<file path="src/hdl/lfpid_pkg.sv">
package lfpid_pkg;

   // Fixed field widths
   localparam int POS_W   = 13;
   localparam int ERR_W   = 14;
   localparam int DERIV_W = 15;
   localparam int GAIN_W  = 16;
   localparam int SPEED_W = 8;
   localparam int CORR_W  = 16;
   localparam int MIX_W   = CORR_W + 2;

   // Configuration port
   localparam int CSR_IDX_W  = 3;
   localparam int CSR_DATA_W = 16;

   localparam logic [CSR_IDX_W-1:0] CSR_GAIN_P      = 3'd0;
   localparam logic [CSR_IDX_W-1:0] CSR_GAIN_I      = 3'd1;
   localparam logic [CSR_IDX_W-1:0] CSR_GAIN_D      = 3'd2;
   localparam logic [CSR_IDX_W-1:0] CSR_BASE_SPEED  = 3'd3;
   localparam logic [CSR_IDX_W-1:0] CSR_SPEED_LIMIT = 3'd4;

   // Register values after reset (gains in Q8.8: about 0.1 and 0.5)
   localparam logic [GAIN_W-1:0]  RST_GAIN_P      = 16'd26;
   localparam logic [GAIN_W-1:0]  RST_GAIN_I      = 16'd0;
   localparam logic [GAIN_W-1:0]  RST_GAIN_D      = 16'd128;
   localparam logic [SPEED_W-1:0] RST_BASE_SPEED  = 8'd150;
   localparam logic [SPEED_W-1:0] RST_SPEED_LIMIT = 8'd255;

   // Line position that means the robot is centred on the line
   localparam logic signed [ERR_W-1:0] CENTRE_POS = 14'sd3500;

   typedef logic [SPEED_W-1:0]        speed_type;
   typedef logic signed [CORR_W-1:0]  corr_type;

endpackage

</file>
<file path="src/hdl/lfpid_mix.sv">
module lfpid_mix
   import lfpid_pkg::*;
(
   input  speed_type base_speed,
   input  speed_type speed_limit,
   input  corr_type  corr,
   output speed_type left_speed,
   output speed_type right_speed
);

   logic signed [MIX_W-1:0] base_s;
   logic signed [MIX_W-1:0] corr_s;
   logic signed [MIX_W-1:0] limit_s;
   logic signed [MIX_W-1:0] left_raw;
   logic signed [MIX_W-1:0] right_raw;

   assign base_s    = $signed({{(MIX_W-SPEED_W){1'b0}}, base_speed});
   assign limit_s   = $signed({{(MIX_W-SPEED_W){1'b0}}, speed_limit});
   assign corr_s    = MIX_W'(corr);
   assign left_raw  = base_s - corr_s;
   assign right_raw = base_s + corr_s;

   // Each wheel is clamped to zero below and to the speed limit above.
   always_comb begin
      if (left_raw < 0) begin
         left_speed = '0;
      end else if (left_raw > limit_s) begin
         left_speed = speed_limit;
      end else begin
         left_speed = left_raw[SPEED_W-1:0];
      end
   end

   always_comb begin
      if (right_raw < 0) begin
         right_speed = '0;
      end else if (right_raw > limit_s) begin
         right_speed = speed_limit;
      end else begin
         right_speed = right_raw[SPEED_W-1:0];
      end
   end

endmodule

</file>
<file path="src/hdl/line_follow_pid_differential_drive_top.sv">
// PID line-follower controller for a differential-drive robot. Each request
// transaction carries one line position (3500 is centre); the controller forms
// the error, its saturating running sum and its change since the previous
// sample, weights the three with the unsigned Q8.8 gains, floors the sum by
// GAIN_FRAC_BITS, saturates it to a 16-bit signed correction and returns one
// response transaction with left = base - correction and right = base +
// correction, each clamped to 0..the speed limit. The datapath is four register
// stages deep (input/state register, product register, correction register,
// result register), and one transaction per cycle is sustained whenever the
// response side keeps rsp_ready high. Each stage is held only while the stage
// after it is full and stalled, so a waiting response never blocks new
// requests until the whole pipeline has filled. The integrator and the
// previous error are updated at the moment a request is accepted. The
// configuration registers are written through the csr_ port and should only
// be changed while no transaction is in flight.
module line_follow_pid_differential_drive_top
   import lfpid_pkg::*;
#(
   parameter int GAIN_FRAC_BITS = 8,
   parameter int SUM_BITS       = 24
)
(
   input  logic                  clock,
   input  logic                  reset,

   input  logic                  csr_write_en,
   input  logic [CSR_IDX_W-1:0]  csr_index,
   input  logic [CSR_DATA_W-1:0] csr_wdata,

   input  logic                  req_valid,
   output logic                  req_ready,
   input  logic [POS_W-1:0]      req_position,

   output logic                  rsp_valid,
   input  logic                  rsp_ready,
   output logic [SPEED_W-1:0]    rsp_left_speed,
   output logic [SPEED_W-1:0]    rsp_right_speed
);

   // Product widths: unsigned gain (made signed with a leading zero) times
   // a signed operand.
   localparam int PROD_P_W = GAIN_W + 1 + ERR_W;
   localparam int PROD_I_W = GAIN_W + 1 + SUM_BITS;
   localparam int PROD_D_W = GAIN_W + 1 + DERIV_W;
   localparam int ACC_W    = PROD_I_W + 2;

   // ---------------------------------------------------------------------
   // Configuration registers
   // ---------------------------------------------------------------------
   logic [GAIN_W-1:0] gain_p_ff;
   logic [GAIN_W-1:0] gain_i_ff;
   logic [GAIN_W-1:0] gain_d_ff;
   speed_type         base_speed_ff;
   speed_type         speed_limit_ff;

   always_ff @(posedge clock) begin
      if (reset) begin
         gain_p_ff      <= RST_GAIN_P;
         gain_i_ff      <= RST_GAIN_I;
         gain_d_ff      <= RST_GAIN_D;
         base_speed_ff  <= RST_BASE_SPEED;
         speed_limit_ff <= RST_SPEED_LIMIT;
      end else if (csr_write_en) begin
         // Writes to an index beyond the register list are dropped.
         case (csr_index)
            CSR_GAIN_P:      gain_p_ff      <= csr_wdata;
            CSR_GAIN_I:      gain_i_ff      <= csr_wdata;
            CSR_GAIN_D:      gain_d_ff      <= csr_wdata;
            CSR_BASE_SPEED:  base_speed_ff  <= csr_wdata[SPEED_W-1:0];
            CSR_SPEED_LIMIT: speed_limit_ff <= csr_wdata[SPEED_W-1:0];
            default: ;
         endcase
      end
   end

   // ---------------------------------------------------------------------
   // Stage handshakes. A stage may load when it is empty or when its
   // contents move on in the same cycle.
   // ---------------------------------------------------------------------
   logic s1_valid_ff;
   logic s2_valid_ff;
   logic s3_valid_ff;
   logic rsp_valid_ff;
   logic out_ready;
   logic s3_ready;
   logic s2_ready;
   logic req_accept;

   assign out_ready  = !rsp_valid_ff || rsp_ready;
   assign s3_ready   = !s3_valid_ff || out_ready;
   assign s2_ready   = !s2_valid_ff || s3_ready;
   assign req_ready  = !s1_valid_ff || s2_ready;
   assign req_accept = req_valid && req_ready;

   always_ff @(posedge clock) begin
      if (reset) begin
         s1_valid_ff  <= 1'b0;
         s2_valid_ff  <= 1'b0;
         s3_valid_ff  <= 1'b0;
         rsp_valid_ff <= 1'b0;
      end else begin
         if (req_ready) begin
            s1_valid_ff <= req_valid;
         end
         if (s2_ready) begin
            s2_valid_ff <= s1_valid_ff;
         end
         if (s3_ready) begin
            s3_valid_ff <= s2_valid_ff;
         end
         if (out_ready) begin
            rsp_valid_ff <= s3_valid_ff;
         end
      end
   end

   // ---------------------------------------------------------------------
   // Stage 1: error, integrator and derivative. The controller state moves
   // on with every accepted transaction.
   // ---------------------------------------------------------------------
   logic signed [ERR_W-1:0]    prev_err_ff;
   logic signed [SUM_BITS-1:0] err_sum_ff;
   logic signed [ERR_W-1:0]    err_in;
   logic signed [SUM_BITS:0]   sum_wide;
   logic signed [SUM_BITS-1:0] sum_in;
   logic signed [DERIV_W-1:0]  deriv_in;

   logic signed [ERR_W-1:0]    s1_err_ff;
   logic signed [SUM_BITS-1:0] s1_sum_ff;
   logic signed [DERIV_W-1:0]  s1_deriv_ff;

   assign err_in   = CENTRE_POS - $signed({1'b0, req_position});
   assign sum_wide = $signed({err_sum_ff[SUM_BITS-1], err_sum_ff}) + (SUM_BITS+1)'(err_in);
   assign deriv_in = DERIV_W'(err_in) - DERIV_W'(prev_err_ff);

   // The two top bits of the widened sum disagree only on overflow; the
   // integrator then sticks at the limit on the side of the sign.
   always_comb begin
      if (sum_wide[SUM_BITS] != sum_wide[SUM_BITS-1]) begin
         sum_in = sum_wide[SUM_BITS] ? {1'b1, {(SUM_BITS-1){1'b0}}}
                                     : {1'b0, {(SUM_BITS-1){1'b1}}};
      end else begin
         sum_in = sum_wide[SUM_BITS-1:0];
      end
   end

   always_ff @(posedge clock) begin
      if (reset) begin
         prev_err_ff <= '0;
         err_sum_ff  <= '0;
      end else if (req_accept) begin
         prev_err_ff <= err_in;
         err_sum_ff  <= sum_in;
      end
   end

   always_ff @(posedge clock) begin
      if (req_accept) begin
         s1_err_ff   <= err_in;
         s1_sum_ff   <= sum_in;
         s1_deriv_ff <= deriv_in;
      end
   end

   // ---------------------------------------------------------------------
   // Stage 2: the three gain products, side by side.
   // ---------------------------------------------------------------------
   logic signed [GAIN_W:0]     gp_s;
   logic signed [GAIN_W:0]     gi_s;
   logic signed [GAIN_W:0]     gd_s;
   logic signed [PROD_P_W-1:0] prod_p_in;
   logic signed [PROD_I_W-1:0] prod_i_in;
   logic signed [PROD_D_W-1:0] prod_d_in;
   logic signed [PROD_P_W-1:0] s2_prod_p_ff;
   logic signed [PROD_I_W-1:0] s2_prod_i_ff;
   logic signed [PROD_D_W-1:0] s2_prod_d_ff;

   assign gp_s      = $signed({1'b0, gain_p_ff});
   assign gi_s      = $signed({1'b0, gain_i_ff});
   assign gd_s      = $signed({1'b0, gain_d_ff});
   assign prod_p_in = PROD_P_W'(gp_s) * PROD_P_W'(s1_err_ff);
   assign prod_i_in = PROD_I_W'(gi_s) * PROD_I_W'(s1_sum_ff);
   assign prod_d_in = PROD_D_W'(gd_s) * PROD_D_W'(s1_deriv_ff);

   always_ff @(posedge clock) begin
      if (s1_valid_ff && s2_ready) begin
         s2_prod_p_ff <= prod_p_in;
         s2_prod_i_ff <= prod_i_in;
         s2_prod_d_ff <= prod_d_in;
      end
   end

   // ---------------------------------------------------------------------
   // Stage 3: sum, floor by the gain fraction (arithmetic shift), then
   // saturate to the 16-bit signed correction.
   // ---------------------------------------------------------------------
   logic signed [ACC_W-1:0] acc;
   logic signed [ACC_W-1:0] acc_shift;
   corr_type                corr_in;
   corr_type                s3_corr_ff;
   logic [ACC_W-CORR_W:0]   acc_top;

   assign acc       = ACC_W'(s2_prod_p_ff) + ACC_W'(s2_prod_i_ff) + ACC_W'(s2_prod_d_ff);
   assign acc_shift = acc >>> GAIN_FRAC_BITS;
   assign acc_top   = acc_shift[ACC_W-1:CORR_W-1];

   always_comb begin
      if ((&acc_top) || !(|acc_top)) begin
         corr_in = acc_shift[CORR_W-1:0];
      end else begin
         corr_in = acc_shift[ACC_W-1] ? {1'b1, {(CORR_W-1){1'b0}}}
                                      : {1'b0, {(CORR_W-1){1'b1}}};
      end
   end

   always_ff @(posedge clock) begin
      if (s2_valid_ff && s3_ready) begin
         s3_corr_ff <= corr_in;
      end
   end

   // ---------------------------------------------------------------------
   // Stage 4: wheel mix and clamp into the response register.
   // ---------------------------------------------------------------------
   speed_type left_in;
   speed_type right_in;
   speed_type left_ff;
   speed_type right_ff;

   lfpid_mix u_mix (
      .base_speed  (base_speed_ff),
      .speed_limit (speed_limit_ff),
      .corr        (s3_corr_ff),
      .left_speed  (left_in),
      .right_speed (right_in)
   );

   always_ff @(posedge clock) begin
      if (s3_valid_ff && out_ready) begin
         left_ff  <= left_in;
         right_ff <= right_in;
      end
   end

   assign rsp_valid       = rsp_valid_ff;
   assign rsp_left_speed  = left_ff;
   assign rsp_right_speed = right_ff;

endmodule

</file>
<file path="config.mk">
export PLATFORM = sky130hd
export DESIGN_NAME = line_follow_pid_differential_drive_top
export DESIGN_NICKNAME = d
export VERILOG_FILES = /design/src/hdl/lfpid_pkg.sv /design/src/hdl/lfpid_mix.sv /design/src/hdl/line_follow_pid_differential_drive_top.sv
export SDC_FILE = /design/constraint.sdc
export NUM_CORES = 2
export LEC_CHECK = 0
export BUFFER_PORTS_ARGS = -buffer_cell sky130_fd_sc_hd__buf_2
export CAP_MARGIN = 20
export CORE_MARGIN = 2
export CORE_UTILIZATION = 55
export DETAILED_ROUTE_END_ITERATION = 10
export HOLD_SLACK_MARGIN = 0.02
export PLACE_DENSITY_LB_ADDON = 0.25
export SLEW_MARGIN = 30
export SYNTH_ARGS = -nofsm -noshare
export SYNTH_HDL_FRONTEND = slang
export SYNTH_SLANG_ARGS = --single-unit
</file>
<file path="constraint.sdc">
create_clock -name clock -period 10.6 [get_ports clock]
set_clock_uncertainty 0.1 [all_clocks]
set_input_delay 0.53 -clock clock [delete_from_list [all_inputs] [get_ports clock]]
set_output_delay 0.53 -clock clock [all_outputs]
set_load 0.005 [all_outputs]
</file>
Yosys cells after proc, flatten, opt, wreduce, memory -nomap -nowiden
Index checks and enable logic that the tools add are counted.

storage, ports and cells
  word-level logic and storage cells = 67
  register bits = 295
  input port bits = 37
  output and inout bits = 18

cells by class
  equal/unequal tests = 5
  multiplexer cells = 6
  $mul = 3
  reduce and logical (&&, ||, !) cells = 22
  $lt $le $gt $ge = 4
  $add $sub $neg = 7

operators by type and width
  operator                                                                       count
  24-bit two-way mux                                                             2
  42-bit by 32-bit adder with 43-bit output                                      1
  31-bit by 41-bit adder with 42-bit output                                      1
  17-bit by 24-bit multiplier with 41-bit output                                 1
  17-bit by 9-bit > comparator with 1-bit output                                 2
  17-bit by 1-bit less-than comparator with 1-bit output, second input constant  2
  17-bit by 15-bit multiplier with 32-bit output                                 1
  16-bit two-way mux                                                             2
  17-bit by 14-bit multiplier with 31-bit output                                 1
  24-bit by 14-bit adder with 25-bit output                                      1
  20-bit AND reduction                                                           1
  20-bit OR reduction                                                            1
  9-bit by 16-bit adder with 17-bit output                                       1
  9-bit by 16-bit subtractor with 17-bit output                                  1
  8-bit two-way mux                                                              2
  14-bit by 14-bit subtractor with 15-bit output                                 1
  12-bit by 13-bit subtractor with 14-bit output, first input constant           1
  2-bit AND reduction                                                            5
  3-bit by 2-bit == test with 1-bit output, second input constant                2
  1-bit zero test                                                                5
  1-bit logical OR                                                               5
  1-bit logical AND                                                              4
  3-bit by 1-bit == test with 1-bit output, second input constant                1
  3-bit == test, second input constant                                           1
  2 further kinds                                                                2

Logic depth before layout (Yosys ltp)
  word-level depth = 6
  mapped depth = 26

Hierarchy
Synthesis repeated with hierarchy kept, for this count alone.

second synthesis, totals
  cell total of the unflattened synthesis = 5011
  area, all modules = 46288.1 µm²

modules (own cells, without submodules)
  module                                  cells an instance  area an instance (µm²)  instances  seq. area each (µm²)
  line_follow_pid_differential_drive_top  4741               44386.3                 1          7797.5
  lfpid_mix                               270                1901.8                  1          0.0

Least setup slack after synthesis
OpenSTA, ideal clock, no wires.

  path type = flip-flop to flip-flop
  from = register s1_deriv_ff[6]
  to = register s2_prod_d_ff[30] (data pin)
  stages on the path, launching flop included = 25
  period minus slack after synthesis = 6.484 ns
  arrival = 6.125 ns
  slack = 4.116 ns
  setup time = 0.259 ns
  buffers on the path = 1
  required time = 10.241 ns
  cells stage by stage = edfxtp_1 -> clkbuf_1 -> nand2_1 -> fa_1 -> inv_1 -> fa_1 -> inv_1 -> fa_1 -> inv_1 -> fa_1 -> fa_1 -> inv_1 -> fa_1 -> inv_1 -> ha_1 -> a21o_1 -> a21oi_1 -> o211ai_1 -> a2111oi_0 -> nor3_1 -> a221oi_1 -> a21oi_1 -> a21o_1 -> o21ai_0 -> xnor2_1

between the ends
  cells in the longest elaborated chain, start to end = 1

RTL lines
  item                                            line                                           RTL
  start, declared                                 line_follow_pid_differential_drive_top.sv:130  logic signed [DERIV_W-1:0] s1_deriv_ff;
  start signal, assigned                          line_follow_pid_differential_drive_top.sv:161  s1_deriv_ff <= deriv_in;
  17-bit by 15-bit multiplier with 32-bit output  line_follow_pid_differential_drive_top.sv:183  assign prod_d_in = PROD_D_W'(gd_s) * PROD_D_W'(s1_deriv_ff);
  named net prod_d_in[30]                         line_follow_pid_differential_drive_top.sv:173  logic signed [PROD_D_W-1:0] prod_d_in;
  end signal, assigned                            line_follow_pid_differential_drive_top.sv:189  s2_prod_d_ff <= prod_d_in;
  end, declared                                   line_follow_pid_differential_drive_top.sv:176  logic signed [PROD_D_W-1:0] s2_prod_d_ff;

The timed path passes the listed nets, and every way through them passes these cells.
A chain may end at the register's enable or synchronous reset.

Worst setup path after layout
  from = register s1_err_ff[2]
  to = register s2_prod_p_ff[30] (data pin)

between the ends
  cells in the longest elaborated chain, start to end = 1

RTL lines
  item                                            line                                           RTL
  start, declared                                 line_follow_pid_differential_drive_top.sv:128  logic signed [ERR_W-1:0] s1_err_ff;
  start signal, assigned                          line_follow_pid_differential_drive_top.sv:159  s1_err_ff <= err_in;
  17-bit by 14-bit multiplier with 31-bit output  line_follow_pid_differential_drive_top.sv:181  assign prod_p_in = PROD_P_W'(gp_s) * PROD_P_W'(s1_err_ff);
  named net prod_p_in[30]                         line_follow_pid_differential_drive_top.sv:171  logic signed [PROD_P_W-1:0] prod_p_in;
  end signal, assigned                            line_follow_pid_differential_drive_top.sv:187  s2_prod_p_ff <= prod_p_in;
  end, declared                                   line_follow_pid_differential_drive_top.sv:174  logic signed [PROD_P_W-1:0] s2_prod_p_ff;

The timed path passes the listed nets, and every way through them passes these cells.

==> flow_metrics.tcl <==
set metrics [dict create \
    run_status "finished, final reports clean" \
    synth_nets 6188 \
    gp_congestion 0.9520 \
    grt_usage 0.2724 \
    drive_gt1_frac 0.04007 \
    slew_viol_final 0 \
    fin_util 0.5810 \
    drt-vias-per-instance 5.525 \
    hold_buffers 0 \
    fillers 7272 \
    ant_nets 0 \
    ys_seq_area_frac 0.1696 \
    rr_startpoint "s1_err_ff[2]" \
    dpl_cell_area_um2 47130 \
    setup_tns_ps 0 \
    vias 33130 \
    cts-resized-gates 0 \
    post_cts_buffers 0 \
    pwr-share-comb 0.572 \
    dieArea_um2 85930 \
    dr.pass1.iters 6 \
    worst_pin_slew_ps 1040 \
    power.density_nw_per_um2 155.5 \
    layout_common_cells "inv_1, fa_1, nand2_1" \
    cp_slowest_stage_delay_ps 750 \
    finalSetupViolCount 0 \
    hold_start "req_valid" \
    cts_tree "yes" \
    power_leakage_nw 23.47 \
    reg2reg_depth 23 \
    root_buffer "clkbuf_16" \
    p_total_w 0.007515 \
    nNetsFinal 6133 \
    clock.fmax_ghz 0.1368 \
    dp_slack_ps 3354 \
    r2r_slack_ps 3290 \
    cp_cell_sequence "and2_1, fa_1, inv_1, fa_1, inv_1, fa_1, fa_1, fa_1, inv_1, fa_1, inv_1, ha_1, a21o_1, a21oi_1, o22a_1, o31ai_1, o41ai_1, o2111ai_1, nand2_1, o311a_1, o21bai_1, a21oi_1, xnor2_1" \
    path_clk_slew_ps 90 \
    hp-class "in -> reg" \
    synth_warnings 0 \
    clock-sinks 295 \
    synth-async-reset-ratio 0 \
    synth_area_um2 45980 \
    cts-htree-levels 2 \
    maxCapViolCount 0 \
    holdPathStages 3 \
    ys.flop_type "edfxtp_1" \
    start_util 0.5530 \
    arrival_ps 7520 \
    route.final.wire_length_um 112000 \
    yosysUniqueCellTypes 94 \
    hold_end "s1_valid_ff" \
    setup_ws_ps 3288 \
    detail_route.wl_per_cell_um 18.68 \
    synth-edff-count 189 \
    crit_path_end_kind "register" \
    seq_power_share 0.262 \
    area_delta_synth_final_pct 5.067 \
    ys_ff_latch 295 \
    slew_headroom 0.3015 \
    hold_viol 0 \
    rows 106 \
    switching_share 0.4731 \
    cp_max_fo 16 \
    die_x_um 293.1 \
    dp_hpwl_um 90340 \
    timing.critical_path.mode_cell "fa_1" \
    slowest_stage "o41ai_1" \
    cp-start-kind "register" \
    stdcell_area_um2 48310 \
    ioPinCount 55 \
    grt.overflow.total 0 \
    cts_buffers 35 \
    grt_pass1_wl_um 184800 \
    drt_iter0_drc 2134 \
    grt_pass1_vias 34570 \
    peakVddDrop_uv 141.2 \
    period_needed_ps 7312 \
    synth_area_per_cell_um2 9.301 \
    p_int_w 0.003960 \
    netlist_instances 4944 \
    rsz0062_at_grt "false" \
    netSwitchingPower_w 0.003555 \
    core_um2 83160 \
    worstReg2RegEnd "s2_prod_p_ff[30]" \
    drc 0 \
    cp.required_ps 10810 \
    cts_max_path_buffers 3 \
    antenna_found_initial 2 \
    worstSkewPairLatency_ps 610 \
    io_buffer_count 54 \
    fp.dieH_um 293.1 \
    final_common_cell "inv_1" \
    grt_max_degree 83 \
    final.period_utilization 0.6899 \
    criticalPathCategory "reg -> reg" \
    clock_power_share 0.166 \
]
[power groups by stage]
stage	registers [W]	clock network, W	logic (W)
2_1_floorplan	0.00166	0	0.00330
3_3_place_gp	0.00198	0	0.00418
3_5_place_dp	0.00198	0	0.00423
4_1_cts	0.00196	0.00126	0.00428
5_1_grt	0.00199	0.00131	0.00483
6_report	0.00197	0.00125	0.00430
[how the worst max path moves through the flow]
stage | start | endpoint
after floorplan | s1_deriv_ff[6] | s2_prod_d_ff[30]
final | s1_err_ff[2] | s2_prod_p_ff[30]
after CTS | s1_err_ff[2] | s2_prod_p_ff[30]
after global routing | s1_deriv_ff[6] | s2_prod_d_ff[30]
after detailed placement | s1_deriv_ff[6] | s2_prod_d_ff[30]
after global placement | s1_deriv_ff[6] | s2_prod_d_ff[31]
[per-stage QoR]
step | cells | hold slack (ps)
6_report | 5997 | 76.38
5_1_grt | 5996 | 107.9
4_1_cts | 5994 | 50.39
3_5_place_dp | 5930 | 346.5
3_3_place_gp | 5930 | 341.2
2_1_floorplan | 4944 | 331.0
[synth_stat cells, types with 4 or more instances]
master / number / area share
a2111oi_0: 4 / 0.00076
a211oi_1: 18 / 0.0029
a21boi_0: 8 / 0.0013
a21o_1: 60 / 0.0098
a21oi_1: 224 / 0.024
a22o_1: 9 / 0.0017
a311oi_1: 9 / 0.0017
a31o_2: 8 / 0.0015
a31oi_1: 18 / 0.0024
and2_1: 396 / 0.054
and3_1: 17 / 0.0023
buf_2: 5 / 0.00054
clkbuf_1: 159 / 0.013
dfxtp_1: 106 / 0.046
edfxtp_1: 189 / 0.12
fa_1: 768 / 0.33
ha_1: 439 / 0.12
inv_1: 945 / 0.077
maj3_1: 4 / 0.00087
mux2_2: 7 / 0.0017
mux2i_1: 13 / 0.0028
nand2_1: 701 / 0.057
nand2b_1: 51 / 0.0069
nand3_1: 34 / 0.0037
nand3b_1: 19 / 0.0031
nand4_1: 33 / 0.0045
nand4b_1: 4 / 0.00076
nor2_1: 163 / 0.013
nor2b_1: 32 / 0.0044
nor3_1: 35 / 0.0038
nor4_1: 10 / 0.0014
o211ai_1: 24 / 0.0039
o21a_1: 23 / 0.0038
o21ai_0: 83 / 0.0090
o21ai_1: 16 / 0.0017
o21bai_1: 28 / 0.0046
o311ai_0: 4 / 0.00076
o31ai_1: 11 / 0.0018
or2_2: 6 / 0.00082
or3_1: 9 / 0.0012
xnor2_1: 123 / 0.023
xor2_1: 47 / 0.0090
[flip-flops by register name, summed over array words and instances (netlist names)]
register,flops
s2_prod_d_ff,32
s1_err_ff,14
gain_p_ff,16
speed_limit_ff,8
gain_i_ff,16
base_speed_ff,8
prev_err_ff,14
rsp_left_speed,8
s1_deriv_ff,15
s2_prod_p_ff,31
rsp_valid,1
gain_d_ff,16
s2_valid_ff,1
err_sum_ff,24
s3_corr_ff,16
s2_prod_i_ff,41
rsp_right_speed,8
s3_valid_ff,1
s1_sum_ff,24
s1_valid_ff,1
[metal layers]
layer	vias up	global-route usage	share of wire
met4	2	0.07405	0.033
met2	979	0.4565	0.47
met1	16550	0.3724	0.43
li1	15410	-	-
met5	-	0	0.00012
met3	188	0.03767	0.063
[critical path: cells and delay by family, from the launching register on]
kind | cells | cell delay, ps
fa+ha+maj | 7 | 3320
xor+xnor | 1 | 80
flops | 1 | 640
compound gates | 9 | 2200
buf+inv | 4 | 200
simple gates | 2 | 470
[area by class of cell]
cell class                      instances  area, um^2  share of cell area
Antenna cell                            1       2.502          0.00005180
Clock buffer                           38       887.1             0.01836
Clock inverter                         26       262.8            0.005439
Inverter                              947        3555             0.07358
Multi-Input combinational cell       3534       34010              0.7040
Sequential cell                       295        7805              0.1616
Tap cell                             1080        1351             0.02797
Timing Repair Buffer                   76       439.2            0.009090
[logic make-up (layout without fill, tap and decap cells)]
group                      Yosys count  count (layout)  synth area share
xor gates and xnor gates           171             171           0.03298
DFF                                295             295            0.1696
and+or+nand+nor                   1532            1532            0.1623
adders and majority gates         1211            1211            0.4547
buffers and inverters             1115            1087           0.09156
muxes                               21              21          0.004843
AOI/OAI and AO/OA                  599             599           0.08403
other                                0               1                 0
Power figures use the tool's default switching activity.
